<file path="src/design/dual_tone_generator_with_swap_fade_top_macros.svh">
// ----------------------------------------------------------------------------
// Assertion macros for the dual tone generator
// Shared property wrappers, clocked on clk_i and disabled while rst_ni is low.
// ----------------------------------------------------------------------------
`ifndef DUAL_TONE_GENERATOR_WITH_SWAP_FADE_TOP_MACROS_SVH
`define DUAL_TONE_GENERATOR_WITH_SWAP_FADE_TOP_MACROS_SVH

// Consequent must hold in the same cycle as the antecedent.
`define DTG_ASSERT_SAME(lbl, ante, cons, msg) \
  lbl: assert property (@(posedge clk_i) disable iff (!rst_ni) (ante) |-> (cons)) \
    else $error(msg);

// Consequent must hold in the cycle after the antecedent.
`define DTG_ASSERT_NEXT(lbl, ante, cons, msg) \
  lbl: assert property (@(posedge clk_i) disable iff (!rst_ni) (ante) |=> (cons)) \
    else $error(msg);

`endif

</file>
<file path="src/design/dtg_pkg.sv">
// ----------------------------------------------------------------------------
// dtg_pkg
// Types, constants and the quarter-wave sine table of the dual tone generator.
// ----------------------------------------------------------------------------
`timescale 1ns / 1ps

package dtg_pkg;

  localparam int SINE_TABLE_BITS = 10;
  localparam int PHASE_BITS      = 32;
  localparam int QTR_SIZE        = 1 << (SINE_TABLE_BITS - 2);
  localparam int FADE_FRAC_BITS  = 15;
  localparam int FADE_CNT_BITS   = 21;
  localparam int FADE_LEN_BITS   = 20;
  localparam int DIV_CNT_BITS    = $clog2(FADE_FRAC_BITS);

  localparam logic [15:0]              FADE_ONE      = 16'h8000;
  localparam logic [FADE_CNT_BITS-1:0] FADE_CNT_MAX  = '1;
  localparam logic [63:0]              Q30_ONE       = 64'd1 << 30;
  localparam logic [63:0]              TWO_PI_Q30    = 64'd6746518852;

  // Register reset values
  localparam logic [15:0]              VOLUME_RST    = 16'd32768;
  localparam logic                     SWAP_EN_RST   = 1'b0;
  localparam logic                     FADE_EN_RST   = 1'b1;
  localparam logic [FADE_LEN_BITS-1:0] FADE_LEN_RST  = 20'd4800;

  typedef enum logic [1:0] {
    REG_VOLUME_GAIN      = 2'd0,
    REG_SWAP_ENABLE      = 2'd1,
    REG_SWAP_FADE_ENABLE = 2'd2,
    REG_FADE_LENGTH      = 2'd3
  } cfg_reg_e;

  typedef enum logic [1:0] {
    ST_IDLE,
    ST_DIV,
    ST_MUL,
    ST_WRITE
  } dtg_state_e;

  typedef enum logic [1:0] {
    FK_FULL,
    FK_ZERO,
    FK_DOWN,
    FK_UP
  } fade_kind_e;

  typedef enum logic [2:0] {
    MUL_GAIN  = 3'd0,
    MUL_LVL_L = 3'd1,
    MUL_LVL_R = 3'd2,
    MUL_OUT_L = 3'd3,
    MUL_OUT_R = 3'd4
  } mul_step_e;

  typedef struct packed {
    logic                      done;
    logic [FADE_FRAC_BITS-1:0] quot;
  } div_stat_t;

  typedef struct packed {
    logic        neg;
    logic [14:0] mag;
  } sine_sample_t;

  typedef logic [QTR_SIZE-1:0][14:0] sine_qtr_t;

  // Taylor series sine in Q2.30, rounded to a Q1.15 magnitude
  function automatic logic [14:0] sine_mag_calc(input logic [63:0] a);
    logic [63:0] x;
    logic [63:0] x2;
    logic [63:0] t;
    logic [63:0] mag;
    x   = (a * TWO_PI_Q30) >> SINE_TABLE_BITS;
    x2  = (x * x) >> 30;
    t   = Q30_ONE - x2 / 64'd110;
    t   = Q30_ONE - ((x2 * t) >> 30) / 64'd72;
    t   = Q30_ONE - ((x2 * t) >> 30) / 64'd42;
    t   = Q30_ONE - ((x2 * t) >> 30) / 64'd20;
    t   = Q30_ONE - ((x2 * t) >> 30) / 64'd6;
    mag = (((x * t) >> 30) * 64'd32767 + (64'd1 << 29)) >> 30;
    if (mag > 64'd32767) begin
      mag = 64'd32767;
    end
    return mag[14:0];
  endfunction

  function automatic sine_qtr_t build_sine_qtr();
    sine_qtr_t tab;
    for (int k = 0; k < QTR_SIZE; k++) begin
      tab[k] = sine_mag_calc(64'(k));
    end
    return tab;
  endfunction

  localparam sine_qtr_t   SINE_QTR  = build_sine_qtr();
  localparam logic [14:0] SINE_PEAK = sine_mag_calc(64'(QTR_SIZE));

  // Fold the full-turn index onto the quarter table
  function automatic sine_sample_t sine_lookup(input logic [SINE_TABLE_BITS-1:0] idx);
    logic [1:0]                 quad;
    logic [SINE_TABLE_BITS-3:0] r;
    logic [SINE_TABLE_BITS-2:0] a;
    sine_sample_t               s;
    quad  = idx[SINE_TABLE_BITS-1 -: 2];
    r     = idx[SINE_TABLE_BITS-3:0];
    a     = quad[0] ? ((SINE_TABLE_BITS-1)'(QTR_SIZE) - {1'b0, r}) : {1'b0, r};
    s.neg = quad[1];
    s.mag = a[SINE_TABLE_BITS-2] ? SINE_PEAK : SINE_QTR[a[SINE_TABLE_BITS-3:0]];
    return s;
  endfunction

  // Round the scaled magnitude, saturate and apply the sign
  function automatic logic [15:0] chan_sat(input logic [31:0] prod, input logic neg);
    logic [32:0] sum;
    logic [17:0] m;
    logic [15:0] res;
    sum = {1'b0, prod} + 33'd16384;
    m   = sum[32:15];
    if (neg) begin
      res = (m > 18'd32768) ? 16'h8000 : (16'd0 - m[15:0]);
    end else begin
      res = (m > 18'd32767) ? 16'h7FFF : m[15:0];
    end
    return res;
  endfunction

endpackage

</file>
<file path="src/design/dtg_fade_div.sv">
// ----------------------------------------------------------------------------
// dtg_fade_div
// Restoring serial divider for the fade ramp: quot = floor(num * 2^15 / den),
// with num < den, one quotient bit per cycle.
// ----------------------------------------------------------------------------
`timescale 1ns / 1ps

module dtg_fade_div (
  input  logic                              clk_i,
  input  logic                              rst_ni,
  input  logic                              start_i,
  input  logic [dtg_pkg::FADE_LEN_BITS-1:0] num_i,
  input  logic [dtg_pkg::FADE_LEN_BITS-1:0] den_i,
  output dtg_pkg::div_stat_t                stat_o
);
  import dtg_pkg::*;

  logic                      busy_q;
  logic                      done_q;
  logic [DIV_CNT_BITS-1:0]   cnt_q;
  logic [FADE_LEN_BITS:0]    rem_q;
  logic [FADE_LEN_BITS:0]    rem_d;
  logic [FADE_LEN_BITS-1:0]  den_q;
  logic [FADE_FRAC_BITS-1:0] quot_q;
  logic [FADE_LEN_BITS:0]    rem_sh;
  logic                      fits;

  assign rem_sh = {rem_q[FADE_LEN_BITS-1:0], 1'b0};
  assign fits   = rem_sh >= {1'b0, den_q};
  assign rem_d  = fits ? (rem_sh - {1'b0, den_q}) : rem_sh;

  always_ff @(posedge clk_i or negedge rst_ni) begin
    if (!rst_ni) begin
      busy_q <= 1'b0;
      done_q <= 1'b0;
      cnt_q  <= '0;
    end else begin
      done_q <= 1'b0;
      if (start_i) begin
        busy_q <= 1'b1;
        cnt_q  <= '0;
      end else if (busy_q) begin
        cnt_q <= cnt_q + 1'b1;
        if (cnt_q == DIV_CNT_BITS'(FADE_FRAC_BITS - 1)) begin
          busy_q <= 1'b0;
          done_q <= 1'b1;
        end
      end
    end
  end

  always_ff @(posedge clk_i) begin
    if (start_i) begin
      rem_q  <= {1'b0, num_i};
      den_q  <= den_i;
      quot_q <= '0;
    end else if (busy_q) begin
      rem_q  <= rem_d;
      quot_q <= {quot_q[FADE_FRAC_BITS-2:0], fits};
    end
  end

  assign stat_o.done = done_q;
  assign stat_o.quot = quot_q;

endmodule

</file>
<file path="src/design/dual_tone_generator_with_swap_fade_top.sv">
// ----------------------------------------------------------------------------
// Dual tone generator with swap fade
// Two phase-accumulator sine oscillators scaled by volume, fade ramp and
// per-channel level, with optional channel swap, directly or through a fade sequence.
// ----------------------------------------------------------------------------
// Channel  Direction  Handshake                    Payload
// s_axis   in         s_axis_tvalid/s_axis_tready  tdata: steps, levels; tuser: swap req
// m_axis   out        m_axis_tvalid/m_axis_tready  tdata: stereo pair; tuser: flags
// cfg      in         cfg_valid_i/cfg_ready_o      cfg_index_i, cfg_data_i
//
// Outside a fade ramp a sample goes from the transfer through the multiply steps
// to the result; on a ramp the serial fade divider runs first. The five
// products share one 16x16 multiplier. The input is not ready until the
// result is loaded into the output register, which frees while it waits.
// Reset is asynchronous, active low; no clearing pass is needed.
// ----------------------------------------------------------------------------
`timescale 1ns / 1ps
`include "dual_tone_generator_with_swap_fade_top_macros.svh"

module dual_tone_generator_with_swap_fade_top (
  input  logic        clk_i,
  input  logic        rst_ni,
  // lowest bit up: left_phase_step[31:0], right_phase_step[63:32],
  // left_level[79:64], right_level[95:80]
  input  logic [95:0] s_axis_tdata,
  input  logic [0:0]  s_axis_tuser,   // swap_request[0]
  input  logic        s_axis_tvalid,
  output logic        s_axis_tready,
  // lowest bit up: left_out[15:0], right_out[31:16]
  output logic [31:0] m_axis_tdata,
  output logic [1:0]  m_axis_tuser,   // swapped_now[0], fade_done[1]
  output logic        m_axis_tvalid,
  input  logic        m_axis_tready,
  input  logic        cfg_valid_i,
  output logic        cfg_ready_o,
  input  logic [1:0]  cfg_index_i,
  input  logic [19:0] cfg_data_i
);
  import dtg_pkg::*;

  // Configuration
  logic [15:0]              volume_q;
  logic                     swap_en_q;
  logic                     fade_en_q;
  logic [FADE_LEN_BITS-1:0] fade_len_q;

  // Oscillator and swap state
  logic [PHASE_BITS-1:0]    acc_l_q, acc_r_q;
  logic                     swap_flag_q, swap_flag_d;
  logic                     fade_active_q, fade_active_d;
  logic                     fading_out_q, fading_out_d;
  logic [FADE_CNT_BITS-1:0] fade_cnt_q, fade_cnt_d;

  // Sequencer
  dtg_state_e state_q, state_d;
  mul_step_e  step_q;
  logic       accept;
  logic       div_start;
  logic       out_load;
  div_stat_t  div_stat;

  // Per-sample working registers
  fade_kind_e   kind_d, kind_q;
  logic         use_swap_d, swapped_d, done_d;
  logic         use_swap_q, swapped_q, done_q;
  logic [FADE_CNT_BITS-1:0] len_ext;
  logic [15:0]  fade_q;
  logic [15:0]  lvl_l_q, lvl_r_q;
  sine_sample_t sin_l_q, sin_r_q;
  logic [15:0]  gain_q, h_l_q, h_r_q;
  logic [15:0]  samp_l_q, samp_r_q;

  logic [15:0]  mul_a, mul_b;
  logic [31:0]  mul_prod;

  // Output register
  logic         m_valid_q;
  logic [31:0]  m_data_q;
  logic [1:0]   m_user_q;

  assign accept      = s_axis_tvalid & s_axis_tready;
  assign cfg_ready_o = 1'b1;

  // --------------------------------------------------------------------------
  // Configuration registers
  // --------------------------------------------------------------------------
  always_ff @(posedge clk_i or negedge rst_ni) begin
    if (!rst_ni) begin
      volume_q   <= VOLUME_RST;
      swap_en_q  <= SWAP_EN_RST;
      fade_en_q  <= FADE_EN_RST;
      fade_len_q <= FADE_LEN_RST;
    end else if (cfg_valid_i) begin
      unique case (cfg_reg_e'(cfg_index_i))
        REG_VOLUME_GAIN:      volume_q   <= cfg_data_i[15:0];
        REG_SWAP_ENABLE:      swap_en_q  <= cfg_data_i[0];
        REG_SWAP_FADE_ENABLE: fade_en_q  <= cfg_data_i[0];
        REG_FADE_LENGTH:      fade_len_q <= cfg_data_i;
        default: ;
      endcase
    end
  end

  // --------------------------------------------------------------------------
  // Swap and fade decision for the incoming sample
  // --------------------------------------------------------------------------
  assign len_ext = (fade_len_q == '0) ? FADE_CNT_BITS'(1) : {1'b0, fade_len_q};

  always_comb begin
    swap_flag_d   = swap_flag_q;
    fade_active_d = fade_active_q;
    fading_out_d  = fading_out_q;
    fade_cnt_d    = fade_cnt_q;
    use_swap_d    = swap_flag_q;
    swapped_d     = 1'b0;
    done_d        = 1'b0;
    kind_d        = FK_FULL;

    if (!fade_active_q && swap_en_q && s_axis_tuser[0]) begin
      if (fade_en_q) begin
        fade_active_d = 1'b1;
        fading_out_d  = 1'b1;
        fade_cnt_d    = '0;
      end else begin
        swap_flag_d = ~swap_flag_q;
        swapped_d   = 1'b1;
      end
    end

    if (fade_active_d) begin
      if (fading_out_d) begin
        if (fade_cnt_d >= len_ext) begin
          // bottom of the ramp: toggle and use the new flag at once
          kind_d       = FK_ZERO;
          swap_flag_d  = ~swap_flag_d;
          use_swap_d   = swap_flag_d;
          swapped_d    = 1'b1;
          fading_out_d = 1'b0;
          fade_cnt_d   = '0;
        end else begin
          kind_d = FK_DOWN;
        end
      end else if (fade_cnt_d >= len_ext) begin
        kind_d        = FK_FULL;
        done_d        = 1'b1;
        fade_active_d = 1'b0;
      end else begin
        kind_d = FK_UP;
      end
    end
  end

  always_ff @(posedge clk_i or negedge rst_ni) begin
    if (!rst_ni) begin
      acc_l_q       <= '0;
      acc_r_q       <= '0;
      swap_flag_q   <= 1'b0;
      fade_active_q <= 1'b0;
      fading_out_q  <= 1'b1;
      fade_cnt_q    <= '0;
    end else if (accept) begin
      acc_l_q       <= acc_l_q + s_axis_tdata[PHASE_BITS-1:0];
      acc_r_q       <= acc_r_q + s_axis_tdata[32 +: PHASE_BITS];
      swap_flag_q   <= swap_flag_d;
      fade_active_q <= fade_active_d;
      fading_out_q  <= fading_out_d;
      // count the sample while the fade runs, saturating
      if (fade_active_d && fade_cnt_d != FADE_CNT_MAX) begin
        fade_cnt_q <= fade_cnt_d + 1'b1;
      end else begin
        fade_cnt_q <= fade_cnt_d;
      end
    end
  end

  // --------------------------------------------------------------------------
  // Fade divider
  // --------------------------------------------------------------------------
  dtg_fade_div u_fade_div (
    .clk_i  (clk_i),
    .rst_ni (rst_ni),
    .start_i(div_start),
    .num_i  (fade_cnt_d[FADE_LEN_BITS-1:0]),
    .den_i  (len_ext[FADE_LEN_BITS-1:0]),
    .stat_o (div_stat)
  );

  // --------------------------------------------------------------------------
  // Sequencer
  // --------------------------------------------------------------------------
  always_comb begin
    state_d = state_q;
    unique case (state_q)
      ST_IDLE: begin
        if (accept) begin
          state_d = (kind_d inside {FK_DOWN, FK_UP}) ? ST_DIV : ST_MUL;
        end
      end
      ST_DIV: begin
        if (div_stat.done) begin
          state_d = ST_MUL;
        end
      end
      ST_MUL: begin
        if (step_q == MUL_OUT_R) begin
          state_d = ST_WRITE;
        end
      end
      ST_WRITE: begin
        if (out_load) begin
          state_d = ST_IDLE;
        end
      end
      default: state_d = ST_IDLE;
    endcase
  end

  always_comb begin
    s_axis_tready = 1'b0;
    div_start     = 1'b0;
    out_load      = 1'b0;
    unique case (state_q)
      ST_IDLE: begin
        s_axis_tready = 1'b1;
        div_start     = s_axis_tvalid && (kind_d inside {FK_DOWN, FK_UP});
      end
      ST_WRITE: out_load = !m_valid_q || m_axis_tready;
      default: ;
    endcase
  end

  always_ff @(posedge clk_i or negedge rst_ni) begin
    if (!rst_ni) begin
      state_q <= ST_IDLE;
      step_q  <= MUL_GAIN;
    end else begin
      state_q <= state_d;
      if (state_q != ST_MUL) begin
        step_q <= MUL_GAIN;
      end else begin
        step_q <= mul_step_e'(step_q + 3'd1);
      end
    end
  end

  // --------------------------------------------------------------------------
  // Sample capture, fade factor and shared multiplier
  // --------------------------------------------------------------------------
  always_comb begin
    case (step_q)
      MUL_GAIN:  begin mul_a = volume_q;              mul_b = fade_q;  end
      MUL_LVL_L: begin mul_a = gain_q;                mul_b = lvl_l_q; end
      MUL_LVL_R: begin mul_a = gain_q;                mul_b = lvl_r_q; end
      MUL_OUT_L: begin mul_a = {1'b0, sin_l_q.mag};   mul_b = h_l_q;   end
      MUL_OUT_R: begin mul_a = {1'b0, sin_r_q.mag};   mul_b = h_r_q;   end
      default:   begin mul_a = '0;                    mul_b = '0;      end
    endcase
  end

  assign mul_prod = mul_a * mul_b;

  always_ff @(posedge clk_i) begin
    if (accept) begin
      kind_q     <= kind_d;
      use_swap_q <= swap_en_q & use_swap_d;
      swapped_q  <= swapped_d;
      done_q     <= done_d;
      lvl_l_q    <= s_axis_tdata[79:64];
      lvl_r_q    <= s_axis_tdata[95:80];
      // sine of the phase before the advance
      sin_l_q    <= sine_lookup(acc_l_q[PHASE_BITS-1 -: SINE_TABLE_BITS]);
      sin_r_q    <= sine_lookup(acc_r_q[PHASE_BITS-1 -: SINE_TABLE_BITS]);
      fade_q     <= (kind_d == FK_ZERO) ? 16'd0 : FADE_ONE;
    end else if (state_q == ST_DIV && div_stat.done) begin
      fade_q <= (kind_q == FK_DOWN) ? (FADE_ONE - {1'b0, div_stat.quot})
                                    : {1'b0, div_stat.quot};
    end

    if (state_q == ST_MUL) begin
      case (step_q)
        MUL_GAIN:  gain_q   <= mul_prod[30:15];
        MUL_LVL_L: h_l_q    <= mul_prod[31:16];
        MUL_LVL_R: h_r_q    <= mul_prod[31:16];
        MUL_OUT_L: samp_l_q <= chan_sat(mul_prod, sin_l_q.neg);
        MUL_OUT_R: samp_r_q <= chan_sat(mul_prod, sin_r_q.neg);
        default: ;
      endcase
    end
  end

  // --------------------------------------------------------------------------
  // Output register
  // --------------------------------------------------------------------------
  always_ff @(posedge clk_i or negedge rst_ni) begin
    if (!rst_ni) begin
      m_valid_q <= 1'b0;
    end else if (out_load) begin
      m_valid_q <= 1'b1;
    end else if (m_axis_tready) begin
      m_valid_q <= 1'b0;
    end
  end

  always_ff @(posedge clk_i) begin
    if (out_load) begin
      m_data_q <= use_swap_q ? {samp_l_q, samp_r_q} : {samp_r_q, samp_l_q};
      m_user_q <= {done_q, swapped_q};
    end
  end

  assign m_axis_tvalid = m_valid_q;
  assign m_axis_tdata  = m_data_q;
  assign m_axis_tuser  = m_user_q;

  // --------------------------------------------------------------------------
  // Assertions
  // --------------------------------------------------------------------------
  `DTG_ASSERT_NEXT(a_busy_after_xfer, accept, !s_axis_tready, "input ready right after a transfer")
  `DTG_ASSERT_SAME(a_div_in_div_state, div_stat.done, state_q == ST_DIV, "divider done outside DIV")
  `DTG_ASSERT_SAME(a_fade_range, state_q == ST_MUL, fade_q <= FADE_ONE, "fade factor above one")
  `DTG_ASSERT_SAME(a_flags_exclusive, m_valid_q, !(m_user_q[0] && m_user_q[1]), "swap and fade end together")

endmodule
</file>
<file path="config.mk">
export PLATFORM = sky130hd
export DESIGN_NAME = dual_tone_generator_with_swap_fade_top
export DESIGN_NICKNAME = d
export VERILOG_FILES = /design/src/design/dtg_pkg.sv /design/src/design/dtg_fade_div.sv /design/src/design/dual_tone_generator_with_swap_fade_top.sv
export VERILOG_INCLUDE_DIRS = /design/src /design/src/design
export SDC_FILE = /design/constraint.sdc
export NUM_CORES = 2
export LEC_CHECK = 0
export BUFFER_PORTS_ARGS = -buffer_cell sky130_fd_sc_hd__buf_2
export CAP_MARGIN = 5
export CORE_MARGIN = 5
export CORE_UTILIZATION = 55
export CTS_BUF_LIST = sky130_fd_sc_hd__clkbuf_2 sky130_fd_sc_hd__clkbuf_4 sky130_fd_sc_hd__clkbuf_8
export CTS_CLUSTER_DIAMETER = 120
export DETAILED_ROUTE_END_ITERATION = 8
export GPL_ROUTABILITY_DRIVEN = 0
export PLACE_DENSITY = 0.68
export SLEW_MARGIN = 10
export SYNTH_ARGS = -nofsm -noshare
export SYNTH_HDL_FRONTEND = slang
export SYNTH_HIERARCHICAL = 1
export SYNTH_SLANG_ARGS = --single-unit
export TNS_END_PERCENT = 30
</file>
<file path="constraint.sdc">
create_clock -name clk_i -period 14.41 [get_ports clk_i]
set_input_delay 0.7205 -clock clk_i [delete_from_list [all_inputs] [get_ports clk_i]]
set_output_delay 0.7205 -clock clk_i [all_outputs]
set_load 0.05 [all_outputs]
</file>
==> impl_metrics.ini <==
[status]
status = finished clean

[logic_synthesis]
syn_avg_cell_area_sq_um = 8.41
synth_cell_types = 106
synth_top_area_share_pct = 18.6
synth.area.top_cells = edfxtp_1 (19%), fa_1 (10%), ha_1 (8.7%), dfrtp_1 (8.5%), nand2_1 (6.0%)
yosys_warnings = 6
syn_area_sq_um = 38600
ys_seq_area_share_pct = 28.3
async_flop_share_pct = 35.2
synthCells = 4593
synth_top_cell_by_area = edfxtp_1
synthFlopType = edfxtp_1
synth_edf_count = 239
synth_fp_nets = 5183
synth_seq_cells = 392

[critical_path]
path_max_fanout = 27
max_stage_delay_ns = 0.79
reg2reg_depth = 36
cp-end-kind = register
cp-start-kind = register
required_ns = 14.75
cpMostUsedCell = inv_1
worst_path_max_delay_cell = ha_1
path_class = reg2reg
worstPathArrival_ns = 11.46

[global_route]
grt.overflow.total = 0
grt_pass1_vias = 34379
grt_use_total_pct = 31.3
grt_pass1_wl_microns = 190000
antenna_found_initial = 5
grt_max_degree = 98

[cells_and_area]
final_cell_mix = nand2_1 (614), nor2_1 (417), inv_1 (357)
fill_cells = 6363
multi_input_area_sq_um = 25200
fin_nets = 5148
drive_gt1_share_pct = 11.0
final_common_cell = nand2_1
synthToLayoutAreaGrowth_pct = 7.39
seqCellArea_sq_um = 10900
final_util_pct = 59.4

[floorplanning]
ios = 161
dieWidth_microns = 275
core_sq_um = 69900
die_h_microns = 275
row_count = 97
start_util_pct = 55.3
die_area_sq_um = 75700

[clock_tree]
cts_buffers = 74
postCtsHoldBufs = 0
cts_setup_buffers = 0
clock_latency_ns = 0.70
cts_root_buf = clkbuf_8
path_clk_slew_ns = 0.07
h-tree-depth = 3
cts_sinks = 392
cts_tree = built
cts_resized = 0
cts_buffer_depth = 3

[detailed_routing]
drt_iter0_drc = 4767
remaining_drc_errors = 0
drtPass1Iterations = 9
num_vias = 35846
wirelength_microns = 121000
routedWlPerCell_microns = 21.8
routed_via_density = 6.45
drtAntennaViolNets = 0

[timing]
report.final.slew_viol_count = 0
fmax_mhz = 89.9
min_period_ns = 11.12
setup_violations = 0
final_hold_viol_count = 0
rsz0062_at_grt = no
finalClockSkew_ns = 0.0673
fin_ws_ns = 3.29
maxSlewHeadroom_pct = 24.5
fin_crit_sh_pct = 77.2
totalNegativeSetupSlack_ns = 0
max_slew.worst_pin.slew_ns = 1.13

[hold_path]
hold_path_class = in2async

[run]
drv_cap = 0

[placed_design]
pre_cts_slack_ns = 3.57
io_buffers = 159
post-dp-hpwl_microns = 85800
==> cell type report <==
cell class                 instances  share of cell area [%]
clock inverter                    40                   0.802
timing repair buffer             216                    2.96
tap                              940                    2.83
inverter                         367                    3.33
multi-input combinational       3507                    60.8
antenna                            3                  0.0181
sequential                       392                    26.4
clock buffer                      94                    2.89
==> Yosys cell counts, types with 25 or more instances <==
master    number
o31ai_1       33
mux2i_1       28
nor3_1        70
o22ai_1       39
mux2_2        92
and2_1        60
nand3_1       95
a21oi_1      306
a211oi_1      64
nand4_1       30
xnor2_1       79
and3_1        43
edfxtp_1     239
nor2b_1       25
o211ai_1      69
nand2b_1      34
fa_1         196
dfrtp_1      131
ha_1         270
a311oi_1      44
o311ai_0      36
a21o_1        40
o21ai_0      303
xor2_1        56
inv_1        359
clkbuf_1     266
a31oi_1       65
o221ai_1      25
a221oi_1      40
nand2_1      615
nor2_1       417
buf_1         41
==> through the flow <==
step / hold slack, ns / instance area, sq um / instances
after floorplan: 0.400 / 38600 / 4593
after global placement: 0.406 / 40000 / 5422
after detailed placement: 0.422 / 40000 / 5422
after CTS: 0.0907 / 41500 / 5556
after global routing: 0.134 / 41500 / 5559
final: 0.100 / 41500 / 5559
==> state kept, by name, indices dropped and copies added, names as in the netlist, 3 cells and up <==
signal	count
acc_l_q	32
acc_r_q	32
m_axis_tdata	32
fade_cnt_q	21
fade_len_q	20
u_fade_div/den_q	20
u_fade_div/rem_q	20
fade_q	16
gain_q	16
h_l_q	16
h_r_q	16
lvl_l_q	16
lvl_r_q	16
samp_l_q	16
samp_r_q	16
sin_l_q	16
sin_r_q	16
volume_q	16
u_fade_div/quot_q	15
u_fade_div/cnt_q	4
step_q	3
==> critical path, delay by kind of cell, from the launching register on <==
family,cells,cell delay [ns]
DFF,1,0.42
xor gates and xnor gates,1,0.43
AOI/OAI and AO/OA,5,1.02
and+or+nand+nor,11,3.07
buffers and inverters,9,1.05
muxes,1,0.36
adders and majority gates,9,4.41
==> path summary, 6_finish.rpt <==
path	start	end	slack [ns]
setup / recovery	step_q[0]	samp_r_q[10]	3.29
hold / removal	rst_ni	acc_l_q[9]	0.10
setup reg to reg	step_q[0]	samp_r_q[10]	3.29
hold reg to reg	swapped_q	m_axis_tuser[0]	0.43
max in group asynchronous	rst_ni	fade_len_q[8]	13.02
min in group clk_i	s_axis_tdata[81]	lvl_r_q[1]	0.20
==> kinds of logic (layout without fill, tap and decap cells) <==
logic type,count (synthesis),in the layout,synth area share (%)
buf+inv,694,717,6.89
fa+ha+maj,466,466,18.9
flops,392,392,28.3
simple gates,1511,1511,17.8
xor+xnor,135,135,3.06
other cells,1,4,0.00970
mux,125,125,3.62
compound gates,1269,1269,21.5
==> metal layers <==
metal  GRT usage (%)  routed length [microns]
met1            43.4                    49400
met2            46.6                    51200
met4            13.1                     6010
met5               0                       21
met3            8.52                    14300
Power is left out: the tool's default activity adds up to more than one toggle a clock period on the data nets, which glitch-free logic cannot reach.
